$ cat src/rtl/core/rcfe_pkg.sv
`timescale 1ns / 1ps

package rcfe_pkg;

    localparam int unsigned CH_W       = 11;
    localparam int unsigned BYTE_W     = 8;
    localparam int unsigned MAX_BURST  = 4;
    localparam int unsigned BURST_CNT_W = 3;
    localparam int unsigned CHAN_IDX_W = 4;
    localparam int unsigned PEND_W     = 7;
    localparam int unsigned PEND_CNT_W = 3;
    localparam int unsigned CFG_IDX_W  = 8;
    localparam int unsigned CFG_DATA_W = 16;

    localparam logic [BYTE_W-1:0]     HDR_LEN_BYTE  = 8'd24;
    localparam logic [BYTE_W-1:0]     HDR_TYPE      = 8'h16;
    localparam logic [BYTE_W-1:0]     CRC_POLY      = 8'h8C;
    localparam logic [BYTE_W-1:0]     DEST_RESET    = 8'hC8;
    localparam logic [CH_W-1:0]       INV_BASE      = 11'd1983;
    localparam logic [CHAN_IDX_W-1:0] FIRST_CHANNEL = 4'd0;
    localparam logic [CHAN_IDX_W-1:0] LAST_CHANNEL  = 4'd15;

    // configuration register indexes
    localparam logic [CFG_IDX_W-1:0] CFG_INVERT_MASK  = 8'd0;
    localparam logic [CFG_IDX_W-1:0] CFG_DEST_ADDRESS = 8'd1;

    // up to four frame bytes produced by one channel word
    typedef struct packed {
        logic [MAX_BURST-1:0][BYTE_W-1:0] data;
        logic [BURST_CNT_W-1:0]           count;
        logic                             has_end;
    } burst_t;

    function automatic logic [BYTE_W-1:0] crc8_byte(input logic [BYTE_W-1:0] crc,
                                                    input logic [BYTE_W-1:0] din);
        logic [BYTE_W-1:0] c;
        logic [BYTE_W-1:0] b;
        logic              mix;
        c = crc;
        b = din;
        for (int i = 0; i < BYTE_W; i++) begin
            mix = c[0] ^ b[0];
            c   = c >> 1;
            if (mix) begin
                c = c ^ CRC_POLY;
            end
            b = b >> 1;
        end
        return c;
    endfunction

endpackage

$ cat src/rtl/core/rcfe_cfg.sv
`timescale 1ns / 1ps

module rcfe_cfg (
    input  logic                           aclk,
    input  logic                           aresetn,
    input  logic                           cfg_valid,
    output logic                           cfg_ready,
    input  logic [rcfe_pkg::CFG_IDX_W-1:0]  cfg_index,
    input  logic [rcfe_pkg::CFG_DATA_W-1:0] cfg_data,
    output logic [15:0]                    invert_mask,
    output logic [rcfe_pkg::BYTE_W-1:0]     dest_address
);

    logic [15:0]                invert_mask_reg;
    logic [rcfe_pkg::BYTE_W-1:0] dest_address_reg;

    assign cfg_ready = 1'b1;

    always_ff @(posedge aclk) begin
        if (!aresetn) begin
            invert_mask_reg  <= '0;
            dest_address_reg <= rcfe_pkg::DEST_RESET;
        end else if (cfg_valid) begin
            unique case (cfg_index)
                rcfe_pkg::CFG_INVERT_MASK: begin
                    invert_mask_reg <= cfg_data;
                end
                rcfe_pkg::CFG_DEST_ADDRESS: begin
                    dest_address_reg <= cfg_data[rcfe_pkg::BYTE_W-1:0];
                end
                default: begin
                    // drop writes to unknown indexes
                end
            endcase
        end
    end

    assign invert_mask  = invert_mask_reg;
    assign dest_address = dest_address_reg;

endmodule

$ cat src/rtl/core/rcfe_pack.sv
`timescale 1ns / 1ps

module rcfe_pack (
    input  logic                        aclk,
    input  logic                        aresetn,
    input  logic                        s_valid,
    output logic                        s_ready,
    input  logic [rcfe_pkg::CH_W-1:0]   s_channel_value,
    input  logic [15:0]                 invert_mask,
    input  logic [rcfe_pkg::BYTE_W-1:0] dest_address,
    output logic                        burst_valid,
    input  logic                        burst_ready,
    output rcfe_pkg::burst_t            burst
);

    logic                                in_valid_reg;
    logic [rcfe_pkg::CH_W-1:0]           in_value_reg;
    logic [rcfe_pkg::CHAN_IDX_W-1:0]     channel_count_reg;
    logic [rcfe_pkg::PEND_W-1:0]         pending_bits_reg;
    logic [rcfe_pkg::PEND_CNT_W-1:0]     pending_count_reg;
    logic [rcfe_pkg::BYTE_W-1:0]         crc_reg;

    logic                                advance;
    logic                                first_ch;
    logic                                last_ch;
    logic [rcfe_pkg::CH_W-1:0]           value_mapped;
    logic [rcfe_pkg::PEND_W-1:0]         pend_bits;
    logic [rcfe_pkg::PEND_CNT_W-1:0]     pend_cnt;
    logic [17:0]                         acc;
    logic [4:0]                          bit_cnt;
    logic                                two_bytes;
    logic [rcfe_pkg::BYTE_W-1:0]         byte0;
    logic [rcfe_pkg::BYTE_W-1:0]         byte1;
    logic [rcfe_pkg::BYTE_W-1:0]         crc_start;
    logic [rcfe_pkg::BYTE_W-1:0]         crc_a;
    logic [rcfe_pkg::BYTE_W-1:0]         crc_b;
    logic [rcfe_pkg::CHAN_IDX_W-1:0]     channel_count_next;
    logic [rcfe_pkg::PEND_W-1:0]         pending_bits_next;
    logic [rcfe_pkg::PEND_CNT_W-1:0]     pending_count_next;

    assign advance = in_valid_reg && burst_ready;
    assign s_ready = !in_valid_reg || burst_ready;

    always_ff @(posedge aclk) begin
        if (!aresetn) begin
            in_valid_reg <= 1'b0;
        end else if (s_ready) begin
            in_valid_reg <= s_valid;
        end
    end

    always_ff @(posedge aclk) begin
        if (s_valid && s_ready) begin
            in_value_reg <= s_channel_value;
        end
    end

    assign first_ch = (channel_count_reg == rcfe_pkg::FIRST_CHANNEL);
    assign last_ch  = (channel_count_reg == rcfe_pkg::LAST_CHANNEL);

    // mirrored value wraps within 11 bits
    assign value_mapped = invert_mask[channel_count_reg] ?
                          (rcfe_pkg::INV_BASE - in_value_reg) : in_value_reg;

    // a frame starts with nothing pending
    assign pend_bits = first_ch ? '0 : pending_bits_reg;
    assign pend_cnt  = first_ch ? '0 : pending_count_reg;

    assign acc       = ({7'd0, value_mapped} << pend_cnt) | {11'd0, pend_bits};
    assign bit_cnt   = {2'd0, pend_cnt} + 5'd11;
    assign two_bytes = bit_cnt[4];
    assign byte0     = acc[7:0];
    assign byte1     = acc[15:8];

    assign crc_start = first_ch ? rcfe_pkg::crc8_byte(8'h00, rcfe_pkg::HDR_TYPE) : crc_reg;
    assign crc_a     = rcfe_pkg::crc8_byte(crc_start, byte0);
    assign crc_b     = two_bytes ? rcfe_pkg::crc8_byte(crc_a, byte1) : crc_a;

    assign channel_count_next = channel_count_reg + 4'd1;
    assign pending_bits_next  = last_ch ? '0 :
                                (two_bytes ? {5'd0, acc[17:16]} : acc[14:8]);
    assign pending_count_next = last_ch ? '0 : bit_cnt[2:0];

    always_ff @(posedge aclk) begin
        if (!aresetn) begin
            channel_count_reg <= '0;
            pending_bits_reg  <= '0;
            pending_count_reg <= '0;
            crc_reg           <= '0;
        end else if (advance) begin
            channel_count_reg <= channel_count_next;
            pending_bits_reg  <= pending_bits_next;
            pending_count_reg <= pending_count_next;
            crc_reg           <= crc_b;
        end
    end

    always_comb begin
        burst         = '0;
        burst.has_end = last_ch;
        if (first_ch) begin
            burst.data[0] = dest_address;
            burst.data[1] = rcfe_pkg::HDR_LEN_BYTE;
            burst.data[2] = rcfe_pkg::HDR_TYPE;
            burst.data[3] = byte0;
            burst.count   = 3'd4;
        end else if (last_ch) begin
            // CRC follows the payload bytes
            burst.data[0] = byte0;
            burst.data[1] = two_bytes ? byte1 : crc_b;
            burst.data[2] = crc_b;
            burst.count   = two_bytes ? 3'd3 : 3'd2;
        end else begin
            burst.data[0] = byte0;
            burst.data[1] = byte1;
            burst.count   = two_bytes ? 3'd2 : 3'd1;
        end
    end

    assign burst_valid = in_valid_reg;

endmodule

$ cat src/rtl/core/rcfe_ser.sv
`timescale 1ns / 1ps

module rcfe_ser (
    input  logic                        aclk,
    input  logic                        aresetn,
    input  logic                        burst_valid,
    output logic                        burst_ready,
    input  rcfe_pkg::burst_t            burst,
    output logic                        m_valid,
    input  logic                        m_ready,
    output logic [rcfe_pkg::BYTE_W-1:0] m_frame_byte,
    output logic                        m_frame_end
);

    rcfe_pkg::burst_t burst_reg;
    logic             valid_reg;
    logic [1:0]       idx_reg;
    logic             last_byte;

    assign last_byte   = ({1'b0, idx_reg} + 3'd1) == burst_reg.count;
    assign burst_ready = !valid_reg || (m_ready && last_byte);

    always_ff @(posedge aclk) begin
        if (!aresetn) begin
            valid_reg <= 1'b0;
            idx_reg   <= '0;
        end else if (burst_ready) begin
            valid_reg <= burst_valid;
            idx_reg   <= '0;
        end else if (m_ready) begin
            // advance to the next byte of the held burst
            idx_reg <= idx_reg + 2'd1;
        end
    end

    always_ff @(posedge aclk) begin
        if (burst_ready && burst_valid) begin
            burst_reg <= burst;
        end
    end

    assign m_valid      = valid_reg;
    assign m_frame_byte = burst_reg.data[idx_reg];
    assign m_frame_end  = burst_reg.has_end && last_byte;

endmodule

$ cat src/rtl/core/rc_channel_frame_encoder.sv
`timescale 1ns / 1ps

// Latency: a taken word is held in the rcfe_pack input register, then in rcfe_ser.
// Throughput: one frame byte per cycle while m_ready is high; a word yields 1 to 4 frame
// bytes (its byte count), 26 bytes per 16-channel frame.
// Reset: aresetn (synchronous, active low) empties the pipeline, restarts at channel 0,
// clears the CRC and pending bits, and sets invert_mask to 0 and dest_address to 0xC8.
module rc_channel_frame_encoder (
    input  logic                           aclk,
    input  logic                           aresetn,
    input  logic                           s_valid,
    output logic                           s_ready,
    input  logic [rcfe_pkg::CH_W-1:0]       s_channel_value,
    output logic                           m_valid,
    input  logic                           m_ready,
    output logic [rcfe_pkg::BYTE_W-1:0]     m_frame_byte,
    output logic                           m_frame_end,
    input  logic                           cfg_valid,
    output logic                           cfg_ready,
    input  logic [rcfe_pkg::CFG_IDX_W-1:0]  cfg_index,
    input  logic [rcfe_pkg::CFG_DATA_W-1:0] cfg_data
);

    logic [15:0]                 invert_mask;
    logic [rcfe_pkg::BYTE_W-1:0] dest_address;
    logic                        burst_valid;
    logic                        burst_ready;
    rcfe_pkg::burst_t            burst;

    rcfe_cfg u_cfg (
        .aclk         (aclk),
        .aresetn      (aresetn),
        .cfg_valid    (cfg_valid),
        .cfg_ready    (cfg_ready),
        .cfg_index    (cfg_index),
        .cfg_data     (cfg_data),
        .invert_mask  (invert_mask),
        .dest_address (dest_address)
    );

    rcfe_pack u_pack (
        .aclk            (aclk),
        .aresetn         (aresetn),
        .s_valid         (s_valid),
        .s_ready         (s_ready),
        .s_channel_value (s_channel_value),
        .invert_mask     (invert_mask),
        .dest_address    (dest_address),
        .burst_valid     (burst_valid),
        .burst_ready     (burst_ready),
        .burst           (burst)
    );

    rcfe_ser u_ser (
        .aclk         (aclk),
        .aresetn      (aresetn),
        .burst_valid  (burst_valid),
        .burst_ready  (burst_ready),
        .burst        (burst),
        .m_valid      (m_valid),
        .m_ready      (m_ready),
        .m_frame_byte (m_frame_byte),
        .m_frame_end  (m_frame_end)
    );

endmodule

$ cat config.mk
export PLATFORM = sky130hd
export DESIGN_NAME = rc_channel_frame_encoder
export DESIGN_NICKNAME = d
export VERILOG_FILES = /design/src/rtl/core/rcfe_pkg.sv /design/src/rtl/core/rcfe_cfg.sv /design/src/rtl/core/rcfe_pack.sv /design/src/rtl/core/rcfe_ser.sv /design/src/rtl/core/rc_channel_frame_encoder.sv
export SDC_FILE = /design/constraint.sdc
export NUM_CORES = 1
export LEC_CHECK = 0
export BUFFER_PORTS_ARGS = -buffer_cell sky130_fd_sc_hd__buf_2
export CORE_ASPECT_RATIO = 1.5
export CORE_MARGIN = 2
export CORE_UTILIZATION = 50
export DETAILED_ROUTE_END_ITERATION = 6
export PLACE_DENSITY = 0.66
export RECOVER_POWER = 100
export SYNTH_ARGS = -nofsm -noshare
export SYNTH_HDL_FRONTEND = slang
export SYNTH_HIERARCHICAL = 1
export SYNTH_SLANG_ARGS = --single-unit
$ cat constraint.sdc
create_clock -name aclk -period 9.1 [get_ports aclk]
set_input_delay 0.455 -clock aclk [delete_from_list [all_inputs] [get_ports aclk]]
set_output_delay 0.455 -clock aclk [all_outputs]
set_load 0.01 [all_outputs]
==> results.cfg, run 1 <==
[critical_path]
slowest_delay_ns = 1.52
critPathBufInv = 2
cpLargestDelayFamily = simple AND/OR/NAND/NOR gates
criticalPathCategory = flip-flop to flip-flop
r2r_cells = 16
path_cells = inv_1 > ha_1 > or3b_1 > nand2_1 > inv_1 > nand2_1 > nor2_1 > o21ai_0 > o211a_4 > xnor3_1 > xnor2_2 > xnor3_1 > xnor3_1 > mux2i_1 > xor2_1 > o21ai_0
path_max_fanout = 58
regToRegSetupSlack_ns = 2.13
cp_data_required_time_ns = 9.11
r2r-end = u_ser/burst_reg[21]$_DFFE_PP_
worstSetupEndpointType = flip-flop
r2r-start = u_pack/channel_count_reg[0]$_SDFFE_PN0P_
cp_slowest_cell = or3b_1
cpMostUsedCell = xnor3_1
cp.arrival_ns = 6.98
startpoint_type = flip-flop

[synthesis]
synth.avg_cell_area_um2 = 9.557
synth_flop_cell = dfxtp_1
synth-edff-count = 47
syn-num-nets = 732
synth_cell_types = 93
ys_warn_count = 6
netlist_area_um2 = 6546
syn_inst = 685
synth.yosys.seq_area_share = 0.3685
synth_seq_cells = 97
synthArstFlopShare = 0

[outcome]
status = finished with violations
violations = capacitance limit, slew limit

[clock_network]
cts_num_sinks = 97
htreeDepth = 3
clockRootBuffer = clkbuf_16
cts_tree = done
hold_buffers = 0
ctsLongestPathBuffers = 2
cts_resized = 0
cts_buffers = 9
cts_setup_buffers = 0
clkTransAtPathRegs_ns = 0.07
clock_latency_ns = 0.35

[floorplan]
die_h_um = 144.1
die_w_um = 97.43
core_um2 = 12890
ios = 52
start_util = 0.5079
rows = 51
die_area_um2 = 14040

[placed_design]
port_buffers = 50
hpwl_um = 13100
post-place-ws_ns = 3.496
placed_area_um2 = 6756
dp.cells = 850
gp_congestion = 0.9273

[timing]
period_needed_ns = 6.974
slew_headroom = -0.7098
hold_slack_ns = 0.2761
rsz0062_at_grt = false
fin_crit_sh = 0.7663
layout_setup_ws_ns = 2.126
totalNegativeSetupSlack_ns = 0
setup_viol = 0
slew_viol_final = 180
finalHoldViolations = 0
worstMarginPinSlew_ns = 2.565
fmax_ghz = 0.1434
skew_ns = 0.006883

[layout]
fin_area_um2 = 7028
antenna_cells = 0
drive_gt1_frac = 0.1386
finalNonFillerCells = 866
largest_reg_flops = 36
syn2layout_area_growth_pct = 7.359
fin_nets = 749
postLayoutCoreUtil = 0.5452

[min_path]
min_path_type = primary input to flip-flop
min-delay-start = s_channel_value[4]
whs_path_depth = 1
min_to = u_pack/in_value_reg[4]$_DFFE_PP_

[grt]
grt.total_usage = 0.2527
antenna_found_initial = 0
grt_pass1_vias = 5256
overflow = 0
grt_pass1_wl_um = 27830
grt_max_degree = 67

[power_and_ir_drop]
ir_worst_vdd_v = 0.0001107
power_leakage_nw = 2.586
powerDensity_nw_per_um2 = 200.6
power_mw = 1.410

[drt]
routedWlPerCell_um = 20.21
drt_iter0_markers = 484
detail-route-antenna-nets = 0
routed_wirelength_um = 17500
vias_per_cell = 6.254
drtPass1Iterations = 6
num_vias = 5416
remaining_drc_errors = 0

[run]
drv_cap = 4
-- Yosys cell counts, types with 3 or more instances --
library cell,number,area (um^2)
o211ai_1,11,82.58
mux2_2,6,67.56
nor2_1,59,221.5
and2_1,17,106.4
a22o_1,3,26.28
nand2_1,83,311.6
o21ai_1,4,20.02
or4_1,4,30.03
a21oi_2,3,26.28
o22ai_1,10,62.56
buf_4,7,52.55
xnor3_1,7,157.7
o21ai_0,30,150.1
nand4_1,3,18.77
a21oi_1,20,100.1
or3_1,4,25.02
nor2b_1,10,62.56
xor2_1,13,113.9
nand2b_1,6,37.54
a21boi_0,6,45.04
inv_1,13,48.80
and3_1,12,75.07
buf_2,7,35.03
buf_6,3,33.78
clkbuf_1,21,78.83
mux2i_1,36,360.4
mux4_2,9,202.7
edfxtp_1,47,1411
ha_1,7,87.58
buf_1,7,26.28
a211oi_1,6,45.04
dfxtp_1,50,1001
a31oi_1,7,43.79
nor4_1,7,43.79
a22oi_1,7,52.55
xnor2_1,35,306.5
nor3_1,19,95.09
nand3_1,16,80.08
-- metal layers --
metal  global-route usage  up-vias  share of wire
met5                    0        -              0
met2               0.4407      213           0.51
li1                     -     2535              -
met3              0.03867       65          0.048
met1               0.2976     2603           0.39
met4               0.1425        0          0.057
-- cells by family (layout without fill, tap and decap cells) --
family	count (synthesis)	in the layout	synth area share
simple gates	260	260	0.1994
compound gates	144	144	0.1604
flops	97	97	0.3685
buf+inv	62	84	0.04931
xor+xnor	60	60	0.1042
mux	54	54	0.1044
fa+ha+maj	7	7	0.01338
other cells	1	1	0.0005728
-- worst max-delay path by stage --
stage | startpoint | endpoint | slack (ns) | depth (start not counted)
finish | u_pack/channel_count_reg[0]$_SDFFE_PN0P_ | u_ser/burst_reg[21]$_DFFE_PP_ | 2.13 | 16
global route | u_pack/channel_count_reg[0]$_SDFFE_PN0P_ | u_ser/burst_reg[21]$_DFFE_PP_ | 1.53 | 16
CTS | u_pack/channel_count_reg[0]$_SDFFE_PN0P_ | u_ser/burst_reg[21]$_DFFE_PP_ | 3.46 | 16
detailed placement | u_pack/channel_count_reg[0]$_SDFFE_PN0P_ | u_ser/burst_reg[21]$_DFFE_PP_ | 3.50 | 16
global placement | u_pack/channel_count_reg[0]$_SDFFE_PN0P_ | u_ser/burst_reg[21]$_DFFE_PP_ | 3.64 | 16
floorplan | u_pack/channel_count_reg[0]$_SDFFE_PN0P_ | u_ser/burst_reg[21]$_DFFE_PP_ | 4.57 | 17
-- area by class of cell --
class,instances,area (um^2)
timing repair buffer,53,251.5
sequential,97,2412
multi-input combinational,526,3775
clock buffer,10,250.2
clock inverter,6,78.83
inverter,15,61.31
fill,1201,5862
tap,159,198.9
-- report_power, final --
part | switching [mW] | leakage [nW] | internal [mW] | total [mW]
clock | 0.175 | 0.163 | 0.236 | 0.411
sequential | 0.0213 | 0.842 | 0.483 | 0.504
combinational | 0.258 | 1.58 | 0.236 | 0.494
-- cell usage in the layout, fill, tap and decap left out, drive strengths merged, types with 20 or more instances in the layout --
master and instances:
a21oi 23, buf 40, clkbuf 23, dfxtp 50, edfxtp 47, mux2i 37
nand2 85, nor2 61, nor3 20, o21ai 36, xnor2 36
Power figures use the tool's default switching activity.
==> inputs of run 2 (changes only) <==
==> constraint.sdc (replaced) <==
create_clock -name aclk -period 6.8 [get_ports aclk]
set_input_delay 0.34 -clock aclk [delete_from_list [all_inputs] [get_ports aclk]]
set_output_delay 0.34 -clock aclk [all_outputs]
set_load 0.01 [all_outputs]
==> run 2 against run 1 <==
Net effect:
- the run still ends with capacitance limit, slew limit left
- routed wire length is 1.4% higher
- critical path type unchanged
- design area decreased by 0.75%
- utilization is 0.41 points lower
- register-to-register slack worse by 1.4 ns
- clock-buffer cell count rose by 2
- largest cell class unchanged
- highest routed layer unchanged
- combinational power increased by 36%
- worst setup slack worse by 1.4 ns
- sequential cell count is the same
==> results.cfg, run 2 (synthesis results as in run 1) <==
[critical_path]
critPathBufInv = 2
worstSetupEndpointType = flip-flop
slowest_delay_ns = 0.70
cp_data_required_time_ns = 6.86
cpLargestDelayFamily = XOR/XNOR gates
startpoint_type = flip-flop
cp_slowest_cell = or3b_4
cp.arrival_ns = 6.09
path_max_fanout = 58
cpMostUsedCell = xnor3_1
path_cells = inv_1 > ha_1 > or3b_4 > inv_1 > o211ai_1 > o22ai_1 > o311a_1 > a221oi_1 > xnor3_1 > xnor2_1 > xnor3_1 > xnor3_1 > mux2i_1 > xor2_1 > o21ai_0
criticalPathCategory = flip-flop to flip-flop

[timing]
skew_ns = 0.01069
slew_viol_final = 104
worstMarginPinSlew_ns = 2.565
hold_slack_ns = 0.1614
fin_crit_sh = 0.8878
finalHoldViolations = 0
setup_viol = 0
rsz0062_at_grt = false
period_needed_ns = 6.037
totalNegativeSetupSlack_ns = 0
slew_headroom = -0.7102
fmax_ghz = 0.1656

[outcome]
violations = capacitance limit, slew limit
status = finished with violations

[drt]
routed_wirelength_um = 17740
num_vias = 5361
vias_per_cell = 6.183
drt_iter0_markers = 435
remaining_drc_errors = 0
drtPass1Iterations = 5
routedWlPerCell_um = 20.46
detail-route-antenna-nets = 0

[layout]
layout_commonest_cell = nand2_1
layout_common_cells = 84 x nand2_1, 60 x nor2_1, 50 x dfxtp_1
antenna_cells = 0
drive_gt1_frac = 0.1328
seq_area_um2 = 2412
fillers = 1192
largest_reg_flops = 36
syn2layout_area_growth_pct = 6.556
fin_nets = 750
multi_input_area_um2 = 3754

[floorplan]
core_um2 = 12890
die_w_um = 97.43
rows = 51
die_h_um = 144.1
start_util = 0.5079
ios = 52
die_area_um2 = 14040

[clock_network]
cts_resized = 0
htreeDepth = 3
clockRootBuffer = clkbuf_16
cts_tree = done
cts_buffers = 9
ctsLongestPathBuffers = 2
hold_buffers = 0
clkTransAtPathRegs_ns = 0.07
clock_latency_ns = 0.35
cts_setup_buffers = 0
cts_num_sinks = 97

[grt]
use_met3 = 0.03673
busiest_layer = met2
gr-usage-met2 = 0.4486
antenna_found_initial = 0
overflow = 0
grt.total_usage = 0.2544
grt_pass1_vias = 5215
grt_pass1_wl_um = 27840
grt_max_degree = 67
met1_usage = 0.2903

[power_and_ir_drop]
powerDensity_nw_per_um2 = 264.1
ir_worst_vdd_v = 0.0001458
power_leakage_nw = 2.553

[run]
drv_cap = 2

[placed_design]
gp_congestion = 0.9491
port_buffers = 50
hpwl_um = 13180

[min_path]
min_path_type = primary input to flip-flop
run 2: changes by cell type in the layout (fill, tap and decap cells not counted), moves of 2 or more:
cell and delta:
clkbuf_1 +3, a21oi_1 -2, a21oi_2 +2, inv_8 -2
run 2: area by class of cell:
| type | count | area share |
|---|---|---|
| Clock buffer | 12 | 0.03695 |
| Sequential cell | 97 | 0.3458 |
| Clock inverter | 4 | 0.004843 |
| Tap cell | 159 | 0.02852 |
| Timing Repair Buffer | 54 | 0.03695 |
| Multi-Input combinational cell | 526 | 0.5381 |
| Inverter | 15 | 0.008789 |
run 2: metrics by stage:
| step | instance area, um^2 | utilization | instances | worst slack, ns | total power [mW] |
|---|---|---|---|---|---|
| after detailed placement | 6764 | 0.5248 | 851 | 1.223 | 1.357 |
| final | 6975 | 0.5412 | 867 | 0.7629 | 1.842 |
| after floorplan | 6546 | - | 685 | 2.265 | 1.209 |
| after global routing | 6975 | 0.5412 | 867 | 0.3627 | 1.917 |
| after CTS | 7056 | 0.5474 | 867 | 1.198 | 1.851 |
| after global placement | 6764 | 0.5248 | 851 | 1.341 | 1.337 |
run 2: path summary, 6_finish.rpt:
check	start	endpoint	slack, ns	depth (start not counted)
setup / recovery	u_pack/channel_count_reg[0]$_SDFFE_PN0P_	u_ser/burst_reg[21]$_DFFE_PP_	0.76	15
hold / removal	s_channel_value[10]	u_pack/in_value_reg[10]$_DFFE_PP_	0.16	1
setup reg to reg	u_pack/channel_count_reg[0]$_SDFFE_PN0P_	u_ser/burst_reg[21]$_DFFE_PP_	0.76	15
hold reg to reg	u_cfg/invert_mask[14]$_SDFFE_PN0P_	u_cfg/invert_mask[14]$_SDFFE_PN0P_	0.46	2
run 2: report_power, final:
| part | total (mW) | switching (mW) | leakage [nW] | internal [mW] |
|---|---|---|---|---|
| combinational | 0.670 | 0.354 | 1.57 | 0.316 |
| clock | 0.497 | 0.224 | 0.139 | 0.273 |
| sequential | 0.675 | 0.0286 | 0.842 | 0.647 |
| total | 1.84 | 0.606 | 2.55 | 1.24 |
run 2: routing by layer:
metal	share of wire	wire [um]	vias up
li1	-	-	2540
met3	0.047	842	64
met2	0.50	8908	224
met4	0.059	1041	0
met1	0.39	6951	2533
met5	0	0	-
